==> src/sv/clb_pkg.sv <==
`default_nettype none
package clb_pkg;

    // Defaults of the top-level parameters.
    localparam int COORD_BITS_DEF = 16;
    localparam int PIXEL_BITS_DEF = 12;

    // Fixed widths of the configuration registers and request code.
    localparam int RAD_BITS   = 11;
    localparam int PAD_BITS   = 10;
    localparam int LH_BITS    = 10;
    localparam int FLY_BITS   = 16;
    localparam int TYPE_BITS  = 2;
    localparam int CFG_DATA_W = 16;
    localparam int CFG_IDX_W  = 3;

    // Widths of the radius square and of the step counter of the serial units.
    localparam int SQ_W  = 2 * RAD_BITS;
    localparam int CNT_W = $clog2(RAD_BITS);

    // Configuration register indexes.
    localparam logic [CFG_IDX_W-1:0] CFG_CENTER_Y     = 3'd0;
    localparam logic [CFG_IDX_W-1:0] CFG_SAFE_RADIUS  = 3'd1;
    localparam logic [CFG_IDX_W-1:0] CFG_EDGE_PAD     = 3'd2;
    localparam logic [CFG_IDX_W-1:0] CFG_FIRST_LINE_Y = 3'd3;
    localparam logic [CFG_IDX_W-1:0] CFG_LINE_HEIGHT  = 3'd4;

    // Reset values of the configuration registers.
    localparam logic [RAD_BITS-1:0] CENTER_Y_RST     = 11'd233;
    localparam logic [RAD_BITS-1:0] SAFE_RADIUS_RST  = 11'd233;
    localparam logic [PAD_BITS-1:0] EDGE_PAD_RST     = 10'd0;
    localparam logic [FLY_BITS-1:0] FIRST_LINE_Y_RST = 16'd0;
    localparam logic [LH_BITS-1:0]  LINE_HEIGHT_RST  = 10'd32;

    // Request codes.
    localparam logic [TYPE_BITS-1:0] REQ_BEGIN   = 2'd0;
    localparam logic [TYPE_BITS-1:0] REQ_UNIT    = 2'd1;
    localparam logic [TYPE_BITS-1:0] REQ_NEWLINE = 2'd2;

    typedef enum logic [1:0] {
        ST_IDLE,
        ST_CHORD,
        ST_RETRY,
        ST_FINISH
    } clb_state_t;

    typedef enum logic [2:0] {
        CH_IDLE,
        CH_SQ,
        CH_LOAD,
        CH_ROOT,
        CH_OUT
    } clb_chord_state_t;

    // Circle geometry handed to the chord unit.
    typedef struct packed {
        logic [RAD_BITS-1:0] center_y;
        logic [RAD_BITS-1:0] radius;
        logic [PAD_BITS-1:0] pad;
    } clb_geom_t;

    // Sequencing of a serial unit.
    typedef struct packed {
        logic load;
        logic step;
    } clb_step_t;

endpackage
`default_nettype wire

==> src/sv/clb_req_if.sv <==
`default_nettype none
interface clb_req_if #(
    parameter int PIXEL_BITS = clb_pkg::PIXEL_BITS_DEF
);
    logic                           valid;
    logic                           ready;
    logic [clb_pkg::TYPE_BITS-1:0]  req_type;
    logic [PIXEL_BITS-1:0]          unit_width;

    modport source (output valid, output req_type, output unit_width, input ready);
    modport sink   (input valid, input req_type, input unit_width, output ready);
endinterface
`default_nettype wire

==> src/sv/clb_rsp_if.sv <==
`default_nettype none
interface clb_rsp_if #(
    parameter int COORD_BITS = clb_pkg::COORD_BITS_DEF,
    parameter int PIXEL_BITS = clb_pkg::PIXEL_BITS_DEF
);
    logic                         valid;
    logic                         ready;
    logic                         break_before;
    logic                         break_after;
    logic signed [COORD_BITS-1:0] line_center;
    logic [PIXEL_BITS-1:0]        width_limit;

    modport source (output valid, output break_before, output break_after,
                    output line_center, output width_limit, input ready);
    modport sink   (input valid, input break_before, input break_after,
                    input line_center, input width_limit, output ready);
endinterface
`default_nettype wire

==> src/sv/clb_sqdiff.sv <==
`default_nettype none
// Serial shift-and-add unit that forms r*r - m*m, one bit of each
// multiplier per step.
module clb_sqdiff (
    input  wire logic                         clk,
    input  wire clb_pkg::clb_step_t           ctl,
    input  wire logic [clb_pkg::RAD_BITS-1:0] r,
    input  wire logic [clb_pkg::RAD_BITS-1:0] m,
    output logic      [clb_pkg::SQ_W-1:0]     diff
);
    logic [clb_pkg::RAD_BITS-1:0] r_bits_reg, r_bits_next;
    logic [clb_pkg::RAD_BITS-1:0] m_bits_reg, m_bits_next;
    logic [clb_pkg::SQ_W-1:0]     r_sh_reg, r_sh_next;
    logic [clb_pkg::SQ_W-1:0]     m_sh_reg, m_sh_next;
    logic signed [clb_pkg::SQ_W:0] acc_reg, acc_next;
    logic signed [clb_pkg::SQ_W:0] add_t, sub_t;

    always_comb
    begin
        add_t       = r_bits_reg[0] ? $signed({1'b0, r_sh_reg}) : '0;
        sub_t       = m_bits_reg[0] ? $signed({1'b0, m_sh_reg}) : '0;
        r_bits_next = r_bits_reg;
        m_bits_next = m_bits_reg;
        r_sh_next   = r_sh_reg;
        m_sh_next   = m_sh_reg;
        acc_next    = acc_reg;
        if (ctl.load)
        begin
            r_bits_next = r;
            m_bits_next = m;
            r_sh_next   = clb_pkg::SQ_W'(r);
            m_sh_next   = clb_pkg::SQ_W'(m);
            acc_next    = '0;
        end
        else if (ctl.step)
        begin
            acc_next    = acc_reg + add_t - sub_t;
            r_bits_next = r_bits_reg >> 1;
            m_bits_next = m_bits_reg >> 1;
            r_sh_next   = r_sh_reg << 1;
            m_sh_next   = m_sh_reg << 1;
        end
    end

    always_ff @(posedge clk)
    begin
        r_bits_reg <= r_bits_next;
        m_bits_reg <= m_bits_next;
        r_sh_reg   <= r_sh_next;
        m_sh_reg   <= m_sh_next;
        acc_reg    <= acc_next;
    end

    // The caller keeps m below r, so the finished sum is never negative.
    assign diff = acc_reg[clb_pkg::SQ_W-1:0];
endmodule
`default_nettype wire

==> src/sv/clb_isqrt.sv <==
`default_nettype none
// Restoring integer square root, two radicand bits and one root bit per step.
module clb_isqrt (
    input  wire logic                         clk,
    input  wire clb_pkg::clb_step_t           ctl,
    input  wire logic [clb_pkg::SQ_W-1:0]     value,
    output logic      [clb_pkg::RAD_BITS-1:0] root
);
    localparam int REM_W = clb_pkg::RAD_BITS + 1;
    localparam int SH_W  = clb_pkg::RAD_BITS + 3;

    logic [clb_pkg::SQ_W-1:0]     val_reg, val_next;
    logic [REM_W-1:0]             rem_reg, rem_next;
    logic [clb_pkg::RAD_BITS-1:0] root_reg, root_next;
    logic [SH_W-1:0]              rem_sh, trial, rem_sub;

    always_comb
    begin
        rem_sh    = {rem_reg, val_reg[clb_pkg::SQ_W-1 -: 2]};
        trial     = SH_W'({root_reg, 2'b01});
        rem_sub   = rem_sh - trial;
        val_next  = val_reg;
        rem_next  = rem_reg;
        root_next = root_reg;
        if (ctl.load)
        begin
            val_next  = value;
            rem_next  = '0;
            root_next = '0;
        end
        else if (ctl.step)
        begin
            val_next = val_reg << 2;
            if (rem_sh >= trial)
            begin
                rem_next  = rem_sub[REM_W-1:0];
                root_next = {root_reg[clb_pkg::RAD_BITS-2:0], 1'b1};
            end
            else
            begin
                rem_next  = rem_sh[REM_W-1:0];
                root_next = {root_reg[clb_pkg::RAD_BITS-2:0], 1'b0};
            end
        end
    end

    always_ff @(posedge clk)
    begin
        val_reg  <= val_next;
        rem_reg  <= rem_next;
        root_reg <= root_next;
    end

    assign root = root_reg;
endmodule
`default_nettype wire

==> src/sv/clb_chord.sv <==
`default_nettype none
// Chord width of the text circle at a given line centre. A start launches
// the serial square difference and then the serial square root, or neither for
// a line outside the circle; done pulses for one cycle, width held to next done.
module clb_chord #(
    parameter int COORD_BITS = clb_pkg::COORD_BITS_DEF,
    parameter int PIXEL_BITS = clb_pkg::PIXEL_BITS_DEF
) (
    input  wire logic                         clk,
    input  wire logic                         rst_n,
    input  wire logic                         start,
    input  wire logic signed [COORD_BITS-1:0] y,
    input  wire clb_pkg::clb_geom_t           geom,
    output logic                              done,
    output logic [PIXEL_BITS-1:0]             width
);
    localparam int RB = clb_pkg::RAD_BITS;
    localparam logic [clb_pkg::CNT_W-1:0] LAST = clb_pkg::CNT_W'(RB - 1);
    localparam logic [31:0] PIX_MAX = 32'((64'd1 << PIXEL_BITS) - 64'd1);

    clb_pkg::clb_chord_state_t state_reg, state_next;
    logic [clb_pkg::CNT_W-1:0] cnt_reg, cnt_next;
    logic                      oor_reg, oor_next;
    logic                      done_reg, done_next;
    logic [PIXEL_BITS-1:0]     width_reg, width_next;

    clb_pkg::clb_step_t        sq_ctl, rt_ctl;
    logic [clb_pkg::SQ_W-1:0]  sq_diff;
    logic [RB-1:0]             root;

    logic signed [COORD_BITS:0] dy;
    logic [COORD_BITS:0]        mag;
    logic                       oor;
    logic signed [RB:0]         half_w;
    logic [RB:0]                w_full;
    logic [31:0]                w_ext;

    // Distance from the circle centre; at or beyond the radius the chord is empty.
    always_comb
    begin
        dy  = (COORD_BITS + 1)'(y) - $signed((COORD_BITS + 1)'(geom.center_y));
        mag = dy[COORD_BITS] ? $unsigned(-dy) : $unsigned(dy);
        oor = mag >= (COORD_BITS + 1)'(geom.radius);
    end

    // Width = 2*(root - pad), clamped below at zero and above at the field range.
    always_comb
    begin
        half_w = $signed({1'b0, root}) - $signed((RB + 1)'(geom.pad));
        if (oor_reg || half_w[RB])
            w_full = '0;
        else
            w_full = {half_w[RB-1:0], 1'b0};
        w_ext = 32'(w_full);
    end

    clb_sqdiff u_sqdiff (
        .clk  (clk),
        .ctl  (sq_ctl),
        .r    (geom.radius),
        .m    (mag[RB-1:0]),
        .diff (sq_diff)
    );

    clb_isqrt u_isqrt (
        .clk   (clk),
        .ctl   (rt_ctl),
        .value (sq_diff),
        .root  (root)
    );

    always_comb
    begin
        state_next = state_reg;
        cnt_next   = cnt_reg;
        oor_next   = oor_reg;
        done_next  = 1'b0;
        width_next = width_reg;
        sq_ctl     = '0;
        rt_ctl     = '0;
        case (state_reg)
            clb_pkg::CH_IDLE:
            begin
                if (start)
                begin
                    sq_ctl.load = 1'b1;
                    oor_next    = oor;
                    cnt_next    = '0;
                    state_next  = oor ? clb_pkg::CH_OUT : clb_pkg::CH_SQ;
                end
            end
            clb_pkg::CH_SQ:
            begin
                sq_ctl.step = 1'b1;
                cnt_next    = cnt_reg + 1'b1;
                if (cnt_reg == LAST)
                begin
                    cnt_next   = '0;
                    state_next = clb_pkg::CH_LOAD;
                end
            end
            clb_pkg::CH_LOAD:
            begin
                rt_ctl.load = 1'b1;
                state_next  = clb_pkg::CH_ROOT;
            end
            clb_pkg::CH_ROOT:
            begin
                rt_ctl.step = 1'b1;
                cnt_next    = cnt_reg + 1'b1;
                if (cnt_reg == LAST)
                begin
                    cnt_next   = '0;
                    state_next = clb_pkg::CH_OUT;
                end
            end
            clb_pkg::CH_OUT:
            begin
                done_next  = 1'b1;
                width_next = (w_ext > PIX_MAX) ? '1 : PIXEL_BITS'(w_ext);
                state_next = clb_pkg::CH_IDLE;
            end
            default:
            begin
                state_next = clb_pkg::CH_IDLE;
            end
        endcase
    end

    always_ff @(posedge clk or negedge rst_n)
    begin
        if (!rst_n)
        begin
            state_reg <= clb_pkg::CH_IDLE;
            cnt_reg   <= '0;
            oor_reg   <= 1'b0;
            done_reg  <= 1'b0;
        end
        else
        begin
            state_reg <= state_next;
            cnt_reg   <= cnt_next;
            oor_reg   <= oor_next;
            done_reg  <= done_next;
        end
    end

    always_ff @(posedge clk)
    begin
        width_reg <= width_next;
    end

    assign done  = done_reg;
    assign width = width_reg;
endmodule
`default_nettype wire

==> src/sv/circle_chord_line_breaker_core.sv <==
// Greedy line breaker for text drawn on a round display.
// Items arrive on the req channel (valid/ready): a begin-text marker, a
// measured text unit with its pixel width, or a hard newline. Each item gives
// exactly one item on the rsp channel: break flags, the centre y of the line
// that is current afterwards and that line's chord width limit.
// Configuration is written through cfg_we/cfg_idx/cfg_data; the user writes
// it only while idle, as the block itself does not enforce this. A unit that
// fits on the line passes through the finish state to the output register.
// Every line advance (begin, newline, break) runs the chord unit: the serial
// squarer (11 steps) and the serial square root (11 steps), or neither when
// the line lies outside the circle. A unit that breaks before itself is tried
// again on the new line in the retry state and may cause a second advance.
// One item is worked on at a time; ready returns with the registered result,
// so the next item can enter while the previous result waits to be taken.
// Reset clears the line state (y 0, nothing used, limit 0) and returns the
// registers to their defaults. When the receiver stalls, the result is held
// in the output register and a finished item waits until it is taken.
`default_nettype none
module circle_chord_line_breaker_core #(
    parameter int COORD_BITS = clb_pkg::COORD_BITS_DEF,
    parameter int PIXEL_BITS = clb_pkg::PIXEL_BITS_DEF
) (
    input  wire logic                              clk,
    input  wire logic                              rst_n,
    clb_req_if.sink                                req,
    clb_rsp_if.source                              rsp,
    input  wire logic                              cfg_we,
    input  wire logic [clb_pkg::CFG_IDX_W-1:0]     cfg_idx,
    input  wire logic [clb_pkg::CFG_DATA_W-1:0]    cfg_data
);
    localparam logic signed [32:0] CMAX = (33'sd1 <<< (COORD_BITS - 1)) - 33'sd1;
    localparam logic signed [32:0] CMIN = -CMAX - 33'sd1;

    // Configuration registers.
    logic [clb_pkg::RAD_BITS-1:0] center_y_reg;
    logic [clb_pkg::RAD_BITS-1:0] safe_radius_reg;
    logic [clb_pkg::PAD_BITS-1:0] edge_pad_reg;
    logic [clb_pkg::FLY_BITS-1:0] first_line_y_reg;
    logic [clb_pkg::LH_BITS-1:0]  line_height_reg;

    // Line state and the item in flight.
    clb_pkg::clb_state_t          state_reg, state_next;
    logic signed [COORD_BITS-1:0] line_y_reg, line_y_next;
    logic [PIXEL_BITS-1:0]        used_reg, used_next;
    logic [PIXEL_BITS-1:0]        max_reg, max_next;
    logic [PIXEL_BITS-1:0]        unit_w_reg, unit_w_next;
    logic                         retry_reg, retry_next;
    logic                         bb_reg, bb_next;
    logic                         ba_reg, ba_next;
    logic                         start_reg, start_next;

    // Output register.
    logic                         rsp_valid_reg, rsp_valid_next;
    logic                         rsp_bb_reg, rsp_ba_reg;
    logic signed [COORD_BITS-1:0] rsp_y_reg;
    logic [PIXEL_BITS-1:0]        rsp_w_reg;
    logic                         rsp_load;

    clb_pkg::clb_geom_t           geom;
    logic                         chord_done;
    logic [PIXEL_BITS-1:0]        chord_width;

    logic signed [32:0]           fly_ext;
    logic signed [COORD_BITS-1:0] fly_y;
    logic signed [COORD_BITS:0]   adv_sum;
    logic signed [COORD_BITS-1:0] adv_y;
    logic [PIXEL_BITS:0]          used_sum;

    always_ff @(posedge clk or negedge rst_n)
    begin
        if (!rst_n)
        begin
            center_y_reg     <= clb_pkg::CENTER_Y_RST;
            safe_radius_reg  <= clb_pkg::SAFE_RADIUS_RST;
            edge_pad_reg     <= clb_pkg::EDGE_PAD_RST;
            first_line_y_reg <= clb_pkg::FIRST_LINE_Y_RST;
            line_height_reg  <= clb_pkg::LINE_HEIGHT_RST;
        end
        else if (cfg_we)
        begin
            case (cfg_idx)
                clb_pkg::CFG_CENTER_Y:
                    center_y_reg <= cfg_data[clb_pkg::RAD_BITS-1:0];
                clb_pkg::CFG_SAFE_RADIUS:
                    safe_radius_reg <= cfg_data[clb_pkg::RAD_BITS-1:0];
                clb_pkg::CFG_EDGE_PAD:
                    edge_pad_reg <= cfg_data[clb_pkg::PAD_BITS-1:0];
                clb_pkg::CFG_FIRST_LINE_Y:
                    first_line_y_reg <= cfg_data[clb_pkg::FLY_BITS-1:0];
                clb_pkg::CFG_LINE_HEIGHT:
                    line_height_reg <= cfg_data[clb_pkg::LH_BITS-1:0];
                default:
                begin
                end
            endcase
        end
    end

    // The first line's y is clamped into the coordinate range, and a line
    // advance saturates at the largest coordinate.
    always_comb
    begin
        fly_ext = 33'($signed(first_line_y_reg));
        if (fly_ext > CMAX)
            fly_y = COORD_BITS'(CMAX);
        else if (fly_ext < CMIN)
            fly_y = COORD_BITS'(CMIN);
        else
            fly_y = COORD_BITS'(fly_ext);

        adv_sum = (COORD_BITS + 1)'(line_y_reg)
                + $signed((COORD_BITS + 1)'(line_height_reg));
        if (adv_sum[COORD_BITS] != adv_sum[COORD_BITS-1])
            adv_y = COORD_BITS'(CMAX);
        else
            adv_y = adv_sum[COORD_BITS-1:0];

        used_sum = {1'b0, used_reg} + {1'b0, req.unit_width};
    end

    assign geom.center_y = center_y_reg;
    assign geom.radius   = safe_radius_reg;
    assign geom.pad      = edge_pad_reg;

    clb_chord #(
        .COORD_BITS (COORD_BITS),
        .PIXEL_BITS (PIXEL_BITS)
    ) u_chord (
        .clk   (clk),
        .rst_n (rst_n),
        .start (start_reg),
        .y     (line_y_reg),
        .geom  (geom),
        .done  (chord_done),
        .width (chord_width)
    );

    always_comb
    begin
        state_next  = state_reg;
        line_y_next = line_y_reg;
        used_next   = used_reg;
        max_next    = max_reg;
        unit_w_next = unit_w_reg;
        retry_next  = retry_reg;
        bb_next     = bb_reg;
        ba_next     = ba_reg;
        start_next  = 1'b0;
        rsp_load    = 1'b0;
        case (state_reg)
            clb_pkg::ST_IDLE:
            begin
                if (req.valid)
                begin
                    unit_w_next = req.unit_width;
                    bb_next     = 1'b0;
                    ba_next     = 1'b0;
                    retry_next  = 1'b0;
                    case (req.req_type)
                        clb_pkg::REQ_BEGIN:
                        begin
                            line_y_next = fly_y;
                            used_next   = '0;
                            start_next  = 1'b1;
                            state_next  = clb_pkg::ST_CHORD;
                        end
                        clb_pkg::REQ_UNIT:
                        begin
                            if (used_reg != '0 && used_sum > {1'b0, max_reg})
                            begin
                                // Overflow: close the line and try the unit
                                // again on the next one.
                                bb_next     = 1'b1;
                                retry_next  = 1'b1;
                                line_y_next = adv_y;
                                used_next   = '0;
                                start_next  = 1'b1;
                                state_next  = clb_pkg::ST_CHORD;
                            end
                            else if (used_reg == '0 && req.unit_width > max_reg)
                            begin
                                // Too wide even for an empty line: it sits
                                // alone and the line ends after it.
                                ba_next     = 1'b1;
                                line_y_next = adv_y;
                                used_next   = '0;
                                start_next  = 1'b1;
                                state_next  = clb_pkg::ST_CHORD;
                            end
                            else
                            begin
                                used_next  = used_sum[PIXEL_BITS-1:0];
                                state_next = clb_pkg::ST_FINISH;
                            end
                        end
                        clb_pkg::REQ_NEWLINE:
                        begin
                            ba_next     = 1'b1;
                            line_y_next = adv_y;
                            used_next   = '0;
                            start_next  = 1'b1;
                            state_next  = clb_pkg::ST_CHORD;
                        end
                        default:
                        begin
                            state_next = clb_pkg::ST_FINISH;
                        end
                    endcase
                end
            end
            clb_pkg::ST_CHORD:
            begin
                if (chord_done)
                begin
                    max_next   = chord_width;
                    state_next = retry_reg ? clb_pkg::ST_RETRY : clb_pkg::ST_FINISH;
                end
            end
            clb_pkg::ST_RETRY:
            begin
                // The line is empty here, so only the oversized test remains.
                retry_next = 1'b0;
                if (unit_w_reg > max_reg)
                begin
                    ba_next     = 1'b1;
                    line_y_next = adv_y;
                    start_next  = 1'b1;
                    state_next  = clb_pkg::ST_CHORD;
                end
                else
                begin
                    used_next  = unit_w_reg;
                    state_next = clb_pkg::ST_FINISH;
                end
            end
            clb_pkg::ST_FINISH:
            begin
                if (!rsp_valid_reg || rsp.ready)
                begin
                    rsp_load   = 1'b1;
                    state_next = clb_pkg::ST_IDLE;
                end
            end
            default:
            begin
                state_next = clb_pkg::ST_IDLE;
            end
        endcase

        rsp_valid_next = rsp_load | (rsp_valid_reg & ~rsp.ready);
    end

    always_ff @(posedge clk or negedge rst_n)
    begin
        if (!rst_n)
        begin
            state_reg     <= clb_pkg::ST_IDLE;
            line_y_reg    <= '0;
            used_reg      <= '0;
            max_reg       <= '0;
            retry_reg     <= 1'b0;
            start_reg     <= 1'b0;
            rsp_valid_reg <= 1'b0;
        end
        else
        begin
            state_reg     <= state_next;
            line_y_reg    <= line_y_next;
            used_reg      <= used_next;
            max_reg       <= max_next;
            retry_reg     <= retry_next;
            start_reg     <= start_next;
            rsp_valid_reg <= rsp_valid_next;
        end
    end

    always_ff @(posedge clk)
    begin
        unit_w_reg <= unit_w_next;
        bb_reg     <= bb_next;
        ba_reg     <= ba_next;
        if (rsp_load)
        begin
            rsp_bb_reg <= bb_reg;
            rsp_ba_reg <= ba_reg;
            rsp_y_reg  <= line_y_reg;
            rsp_w_reg  <= max_reg;
        end
    end

    assign req.ready        = (state_reg == clb_pkg::ST_IDLE);
    assign rsp.valid        = rsp_valid_reg;
    assign rsp.break_before = rsp_bb_reg;
    assign rsp.break_after  = rsp_ba_reg;
    assign rsp.line_center  = rsp_y_reg;
    assign rsp.width_limit  = rsp_w_reg;
endmodule
`default_nettype wire

==> src/flat_wrapper.sv <==
// flat-port wrapper written by rule: the top's interface ports become plain ports
module circle_chord_line_breaker_core_flat 
#(
    parameter int COORD_BITS = clb_pkg::COORD_BITS_DEF,
    parameter int PIXEL_BITS = clb_pkg::PIXEL_BITS_DEF
)
  (clk, rst_n, cfg_we, cfg_idx, cfg_data, req_valid, req_req_type, req_unit_width, req_ready, rsp_valid, rsp_break_before, rsp_break_after, rsp_line_center, rsp_width_limit, rsp_ready);
  clb_req_if #(.PIXEL_BITS(PIXEL_BITS)) req_i ();
  clb_rsp_if #(.COORD_BITS(COORD_BITS), .PIXEL_BITS(PIXEL_BITS)) rsp_i ();
  input  wire logic clk;
  input  wire logic rst_n;
  input  wire logic cfg_we;
  input  wire logic [clb_pkg::CFG_IDX_W-1:0] cfg_idx;
  input  wire logic [clb_pkg::CFG_DATA_W-1:0] cfg_data;
  input wire logic [$bits(req_i.valid)-1:0] req_valid;
  input wire logic [$bits(req_i.req_type)-1:0] req_req_type;
  input wire logic [$bits(req_i.unit_width)-1:0] req_unit_width;
  output wire logic [$bits(req_i.ready)-1:0] req_ready;
  output wire logic [$bits(rsp_i.valid)-1:0] rsp_valid;
  output wire logic [$bits(rsp_i.break_before)-1:0] rsp_break_before;
  output wire logic [$bits(rsp_i.break_after)-1:0] rsp_break_after;
  output wire logic [$bits(rsp_i.line_center)-1:0] rsp_line_center;
  output wire logic [$bits(rsp_i.width_limit)-1:0] rsp_width_limit;
  input wire logic [$bits(rsp_i.ready)-1:0] rsp_ready;
  assign req_i.valid = req_valid;
  assign req_i.req_type = req_req_type;
  assign req_i.unit_width = req_unit_width;
  assign req_ready = req_i.ready;
  assign rsp_valid = rsp_i.valid;
  assign rsp_break_before = rsp_i.break_before;
  assign rsp_break_after = rsp_i.break_after;
  assign rsp_line_center = rsp_i.line_center;
  assign rsp_width_limit = rsp_i.width_limit;
  assign rsp_i.ready = rsp_ready;
  circle_chord_line_breaker_core #(.COORD_BITS(COORD_BITS), .PIXEL_BITS(PIXEL_BITS)) u_core (.clk(clk), .rst_n(rst_n), .req(req_i), .rsp(rsp_i), .cfg_we(cfg_we), .cfg_idx(cfg_idx), .cfg_data(cfg_data));
endmodule
==> config.mk <==
export PLATFORM = sky130hd
export DESIGN_NAME = circle_chord_line_breaker_core_flat
export DESIGN_NICKNAME = d
export VERILOG_FILES = /design/src/sv/clb_pkg.sv /design/src/sv/clb_req_if.sv /design/src/sv/clb_rsp_if.sv /design/src/sv/clb_sqdiff.sv /design/src/sv/clb_isqrt.sv /design/src/sv/clb_chord.sv /design/src/sv/circle_chord_line_breaker_core.sv /design/src/flat_wrapper.sv
export SDC_FILE = /design/constraint.sdc
export NUM_CORES = 1
export LEC_CHECK = 0
export BUFFER_PORTS_ARGS = -buffer_cell sky130_fd_sc_hd__buf_4
export CAP_MARGIN = 25
export CORE_ASPECT_RATIO = 2
export CORE_MARGIN = 2
export CORE_UTILIZATION = 40
export DETAILED_ROUTE_END_ITERATION = 10
export PLACE_DENSITY = 0.65
export SYNTH_ARGS = -nofsm -noshare
export SYNTH_HDL_FRONTEND = slang
export SYNTH_SLANG_ARGS = --single-unit
export TNS_END_PERCENT = 50
==> constraint.sdc <==
create_clock -name clk -period 5.3 [get_ports clk]
set_input_delay 0.795 -clock clk [delete_from_list [all_inputs] [get_ports clk]]
set_output_delay 0.795 -clock clk [all_outputs]
set_load 0.01 [all_outputs]
== After elaboration in Yosys (flattened, before gate mapping) ==
Index checks and enable logic that the tools add are counted.

* Bits in registers: 302
* Bits of input ports: 38
* Logic and storage cells: 183

* $add $sub $neg: 9
* $lt $le $gt $ge: 8
* Eq/ne operators: 26
* Muxes and demuxes: 71
* Bitwise operators: 3
* Reduce and logical (&&, ||, !) cells: 32

{| class="wikitable"
|+ Operators by type and width
! operator !! count
|-
| $mux 16 || 7
|-
| $mux 11 || 8
|-
| $mux 22 || 4
|-
| $mux 12 || 6
|-
| $pmux 12 s2 || 2
|-
| $pmux 16 s3 || 1
|-
| $pmux 16 s2 || 1
|-
| $gt 12x12->1 || 2
|-
| $add 23x23->23 || 1
|-
| $sub 23x23->23 || 1
|-
| $mux 1 || 20
|-
| $reduce_and 2->1 || 10
|-
| $add 16x11->17 || 1
|-
| $ge 17x11->1 || 1
|-
| $mux 17 || 1
|-
| $neg 17->17 || 1
|-
| $sub 16x12->17 || 1
|-
| $gt 16x16->1 const B || 1
|-
| $lt 16x16->1 const B || 1
|-
| $ge 14x13->1 || 1
|-
| $add 12x12->13 || 1
|-
| $gt 13x12->1 || 1
|-
| $eq 3x2->1 const B || 4
|-
| $gt 12x12->1 const B || 1
|-
| 37 further kinds || 71
|}

== Depth between registers and ports, before layout ==
* Depth in word-level cells: 8
* Depth in mapped cells: 21
* Mapped depth without buffers: 21

== Cells and area by module ==
From an unflattened synthesis, not the netlist that was laid out.

* Cell total of the unflattened synthesis: 1777
* Area, all modules: 18243.7 µm²

{| class="wikitable"
|+ By module, submodules not included
! module !! instances !! cells each !! area an instance (µm²) !! sequential area each (µm²)
|-
| circle_chord_line_breaker_core || 1 || 644 || 7726.2 || 3912.5
|-
| clb_sqdiff || 1 || 579 || 5393.9 || 2202.1
|-
| clb_isqrt || 1 || 241 || 2567.5 || 1121.1
|-
| clb_chord || 1 || 313 || 2556.2 || 555.5
|}

== Least setup slack after synthesis ==
OpenSTA, ideal clock, no wires.

* Path kind: in2reg
* Start point: input req_unit_width[0]
* End point: register u_core.line_y_reg[0]
* Library setup time: 0.128 ns
* Arrival time: 4.911 ns
* Path slack: 0.261 ns
* Stages: 20
* Path through: ha_1 > fa_1 > a21o_1 > a21oi_1 > o21bai_1 > a2111oi_0 > nor2_1 > a21o_1 > a21oi_1 > xnor2_1 > ha_1 > a21o_1 > a211o_1 > a31oi_1 > nor2_1 > a22oi_1 > nor2_1 > o211ai_1 > buf_2 > mux2_1

* Word-level cells in the longest chain between the ends: 7
* Elaborated cells between the ends (all ways): 11
* Those cells by class: add/sub (1); order compare (2); eq/ne (1); mux (4); reduce/logical (3)

{| class="wikitable"
|+ Ends and longest elaborated chain
! item !! RTL line !! source
|-
| from (decl) || flat_wrapper.sv:17 || <nowiki>input wire logic [$bits(req_i.unit_width)-1:0] req_unit_width;</nowiki>
|-
| $add 12x12->13 || circle_chord_line_breaker_core.sv:118 || <nowiki>used_sum = {1'b0, used_reg} + {1'b0, req.unit_width};</nowiki>
|-
| $gt 13x12->1 || circle_chord_line_breaker_core.sv:169 || <nowiki>if (used_reg != '0 && used_sum > {1'b0, max_reg})</nowiki>
|-
| $logic_and 1x1->1 || circle_chord_line_breaker_core.sv:169 ||
|-
| $mux 16 || circle_chord_line_breaker_core.sv:169 ||
|-
| $pmux 16 s3 || circle_chord_line_breaker_core.sv:159 || <nowiki>case (req.req_type)</nowiki>
|-
| $mux 16 || circle_chord_line_breaker_core.sv:153 || <nowiki>if (req.valid)</nowiki>
|-
| $pmux 16 s2 || circle_chord_line_breaker_core.sv:150 || <nowiki>case (state_reg)</nowiki>
|-
| to (signal assigned) || circle_chord_line_breaker_core.sv:268 || <nowiki>line_y_reg <= line_y_next;</nowiki>
|-
| to (decl) || circle_chord_line_breaker_core.sv:43 || <nowiki>logic signed [COORD_BITS-1:0] line_y_reg, line_y_next;</nowiki>
|}

Several ways; a longest one is shown, not always the timed one. The select of a mux whose other input is x is not followed.
A chain may end at the register's enable or synchronous reset.

== Worst setup path after layout ==
* Start point: register u_core.used_reg[0]
* End point: register u_core.line_y_reg[0]

* Word-level cells in the longest chain between the ends: 7
* Elaborated cells between the ends (all ways): 12
* Those cells by class: add/sub (1); order compare (1); eq/ne (1); mux (4); reduce/logical (5)

{| class="wikitable"
|+ Ends and longest elaborated chain
! item !! RTL line !! source
|-
| from (decl) || circle_chord_line_breaker_core.sv:44 || <nowiki>logic [PIXEL_BITS-1:0] used_reg, used_next;</nowiki>
|-
| from (signal assigned) || circle_chord_line_breaker_core.sv:269 || <nowiki>used_reg <= used_next;</nowiki>
|-
| $add 12x12->13 || circle_chord_line_breaker_core.sv:118 ||
|-
| $gt 13x12->1 || circle_chord_line_breaker_core.sv:169 ||
|-
| $logic_and 1x1->1 || circle_chord_line_breaker_core.sv:169 ||
|-
| $mux 16 || circle_chord_line_breaker_core.sv:169 ||
|-
| $pmux 16 s3 || circle_chord_line_breaker_core.sv:159 ||
|-
| $mux 16 || circle_chord_line_breaker_core.sv:153 ||
|-
| $pmux 16 s2 || circle_chord_line_breaker_core.sv:150 ||
|}

Several ways; a longest one is shown, not always the timed one. The select of a mux whose other input is x is not followed.

==> flow_summary.yaml <==
outcome:
  outcome: "finished clean"
sta:
  timing.hold.ws_ns: 0.3907
  rsz0062_at_grt: "false"
  fin_crit_ns: 5.087
  fmax_mhz: 196.6
  skew_ns: 0.04318
  fin_crit_sh: 0.9598
  hold_viol_final: 0
  setup_violations: 0
  finalMaxSlewViolations: 0
  fin_setup_tns_ns: 0
  worstMarginPinSlew_ns: 1.007
  setup_slack_ns: 0.2133
  maxSlewHeadroom: 0.3257
finish:
  final_common_cell: "nand2_1"
  n_antenna_cell: 0
  layout.nets: 1947
  nFillCells: 3899
  fin_cells: 2318
  fin_area_um2: 19200
  layout-drive-gt1-share: 0.1378
  final_cell_mix: "nand2_1 (188), inv_1 (154), ha_1 (128), edfxtp_1 (120), o21ai_0 (108)"
  synthToLayoutAreaGrowth_pct: 13.36
floorplan:
  fp.coreArea_um2: 41780
  fp.dieArea_um2: 44110
  die_h_um: 295.0
  row_count: 106
  initial_core_util: 0.4055
  die_x_um: 149.5
  num_io_pins: 70
synthesis:
  synth_cell_type_count: 87
  synth_simple_gate_area_frac: 0.1386
  synth_cells: 1680
  synth_xor_area_frac: 0.03663
  synth_top_area_share: 0.2127
  synth_edf_count: 120
  yosys-top-cells-area: "edfxtp_1 (21%), dfrtp_1 (15%), ha_1 (9.5%), dfxtp_1 (7.9%), nand2_1 (4.2%)"
  synth-seq-cells: 298
  synthFlopType: "edfxtp_1"
  syn_area_um2: 16940
  synth_top_family_by_area: "compound AO/OA/AOI/OAI gates"
  syn-num-nets: 1871
  synth-compound-area-share: 0.1474
  synthMuxAreaShare: 0.04949
  ys_seq_area_frac: 0.4567
  synth_top_area_cell: "edfxtp_1"
  synth_fa_ha_area_frac: 0.1241
  synth_warnings: 0
  syn_avg_cell_area_um2: 10.08
  async_flop_share: 0.3725
detailed_routing:
  route.detailed.drc: 0
  routed_wl_um: 41530
  via_count: 12640
  viasPerCell: 5.454
  dr.pass1.iters: 4
  drt_iter0_drc: 554
  routedWlPerCell_um: 17.92
  ant_nets: 0
worst_hold_path:
  hold_start: "req_unit_width[5]"
  hp-class: "in -> reg"
  min_to: "u_core.unit_w_reg[5]"
  hold_depth: 1
pwr:
  clkPwrFrac: 0.173
  switchingPower_mw: 4.987
  leakage_nw: 8.293
  vdd_drop_max_v: 0.0002976
  power_frac_seq: 0.310
  power_frac_comb: 0.518
  intPower_mw: 6.876
  powerDensity_nw_per_um2: 617.8
  switching_share: 0.4204
placed_design:
  hpwl_um: 31240
  dpl_worst_slack_ns: -0.4754
  dpl_cell_area_um2: 18200
  place_inst: 2262
  port_buffers: 68
  gp_congestion: 0.9201
global_routing:
  grt-ovfl-total: 0
  grt_use_total: 0.1908
  grt_pass1_wl_um: 66890
  grt_max_degree: 75
  antenna_found_initial: 0
  grt_pass1_vias: 13250
worst_setup_path:
  critPathArrivalTime_ns: 5.57
  crit_path_max_fanout: 13
  rr_worst_depth: 21
  crit_required_ns: 5.79
  crit_path_start_kind: "flop"
  crit_type: "reg -> reg"
  end_kind: "flop"
  timing.reg2reg.setup_slack_ns: 0.21
  r2r_start: "u_core.used_reg[0]"
  rr_endpoint: "u_core.line_y_reg[0]"
clock_tree:
  cts_sinks: 298
  clock_latency_ns: 0.60
  path_clk_slew_ns: 0.07
  clockBufferDepth: 3
  cts.htree.levels: 1
  tritoncts: "yes"
  cts-root-buf: "clkbuf_16"
  cts_made_buffers: 28
  postCtsSetupRepairBufs: 0
run:
  drv_cap: 0
-- area by class of cell --
cell class                      count  area (µm²)  share of cell area
Clock buffer                       35       777.0             0.04046
Clock inverter                     17       155.1            0.008079
Inverter                          156       585.6             0.03049
Multi-Input combinational cell   1173        8453              0.4402
Sequential cell                   298        7736              0.4029
Tap cell                          540       675.6             0.03518
Timing Repair Buffer               99       820.8             0.04274
-- worst max-delay path by stage --
| stage | from | to | slack, ns | depth (start not counted) |
|---|---|---|---|---|
| finish | u_core.used_reg[0] | u_core.line_y_reg[0] | 0.21 | 21 |
| global route | u_core.used_reg[0] | u_core.line_y_reg[7] | 0.01 | 23 |
| CTS | u_core.used_reg[0] | u_core.line_y_reg[0] | 0.002 | 21 |
| detailed placement | req_unit_width[0] | u_core.line_y_reg[0] | -0.48 | 22 |
| global placement | req_unit_width[0] | u_core.line_y_reg[0] | -0.38 | 22 |
| floorplan | req_unit_width[0] | u_core.line_y_reg[0] | 0.26 | 20 |
-- cell families (layout without fill, tap and decap cells) --
logic type                 count (synthesis)  after routing
AOI/OAI and AO/OA                        384            384
xor gates and xnor gates                  70             70
adders and majority gates                153            153
buffers and inverters                    209            307
DFF                                      298            298
muxes                                     76             76
other                                      1              1
and+or+nand+nor                          489            489
-- layer usage --
layer / up-vias / part of all wire / global-route usage
met5: - / 0 / 0
met4: 0 / 0.073 / 0.1287
met3: 134 / 0.032 / 0.02083
met2: 271 / 0.53 / 0.3604
met1: 6178 / 0.36 / 0.1930
li1: 6060 / - / -
-- repair_timing --
| item | 4_1_cts | 5_1_grt |
|---|---|---|
| endpoints found under the setup margin | 0 | 29 |
| endpoints found under the hold margin | 0 | 5 |
| hold buffers | 0 | 1 |
| gates resized for setup | 0 | 4 |
-- worst max-delay path: stages, from the launching register on --
cell,delay [ns]
dfrtp_1,0.40
ha_1,0.22
fa_1,0.40
a21o_1,0.20
a21oi_1,0.22
o21bai_1,0.14
a2111oi_2,0.44
buf_4,0.18
nor2_1,0.05
a21o_1,0.19
a21oi_1,0.20
xnor2_1,0.19
ha_1,0.29
a21o_1,0.17
a211o_1,0.32
a31oi_1,0.16
nor2_1,0.07
a22oi_2,0.24
nor2_1,0.10
o211ai_1,0.25
buf_6,0.21
mux2_1,0.33
-- cells in the mapped netlist (45+ instances only) --
cell,count
inv_1,155
clkbuf_1,45
edfxtp_1,120
mux2_2,61
nand2_1,188
nor2_1,103
dfxtp_1,67
o21ai_0,108
a21oi_1,71
dfrtp_1,100
ha_1,128
xnor2_1,46
-- metrics by stage --
stage | total power [mW] | util
floorplan | 8.010 | -
global placement | 9.619 | 0.4343
detailed placement | 9.829 | 0.4356
CTS | 11.92 | 0.4579
global route | 12.82 | 0.4597
finish | 11.86 | 0.4597
-- power groups by stage --
stage / clock, mW / sequential (mW) / combinational (mW)
2_1_floorplan: 0 / 3.52 / 4.49
3_3_place_gp: 0 / 3.71 / 5.91
3_5_place_dp: 0 / 3.71 / 6.11
4_1_cts: 2.09 / 3.67 / 6.15
5_1_grt: 2.19 / 3.74 / 6.90
6_report: 2.05 / 3.67 / 6.14
(Power assumes the default switching activity.)
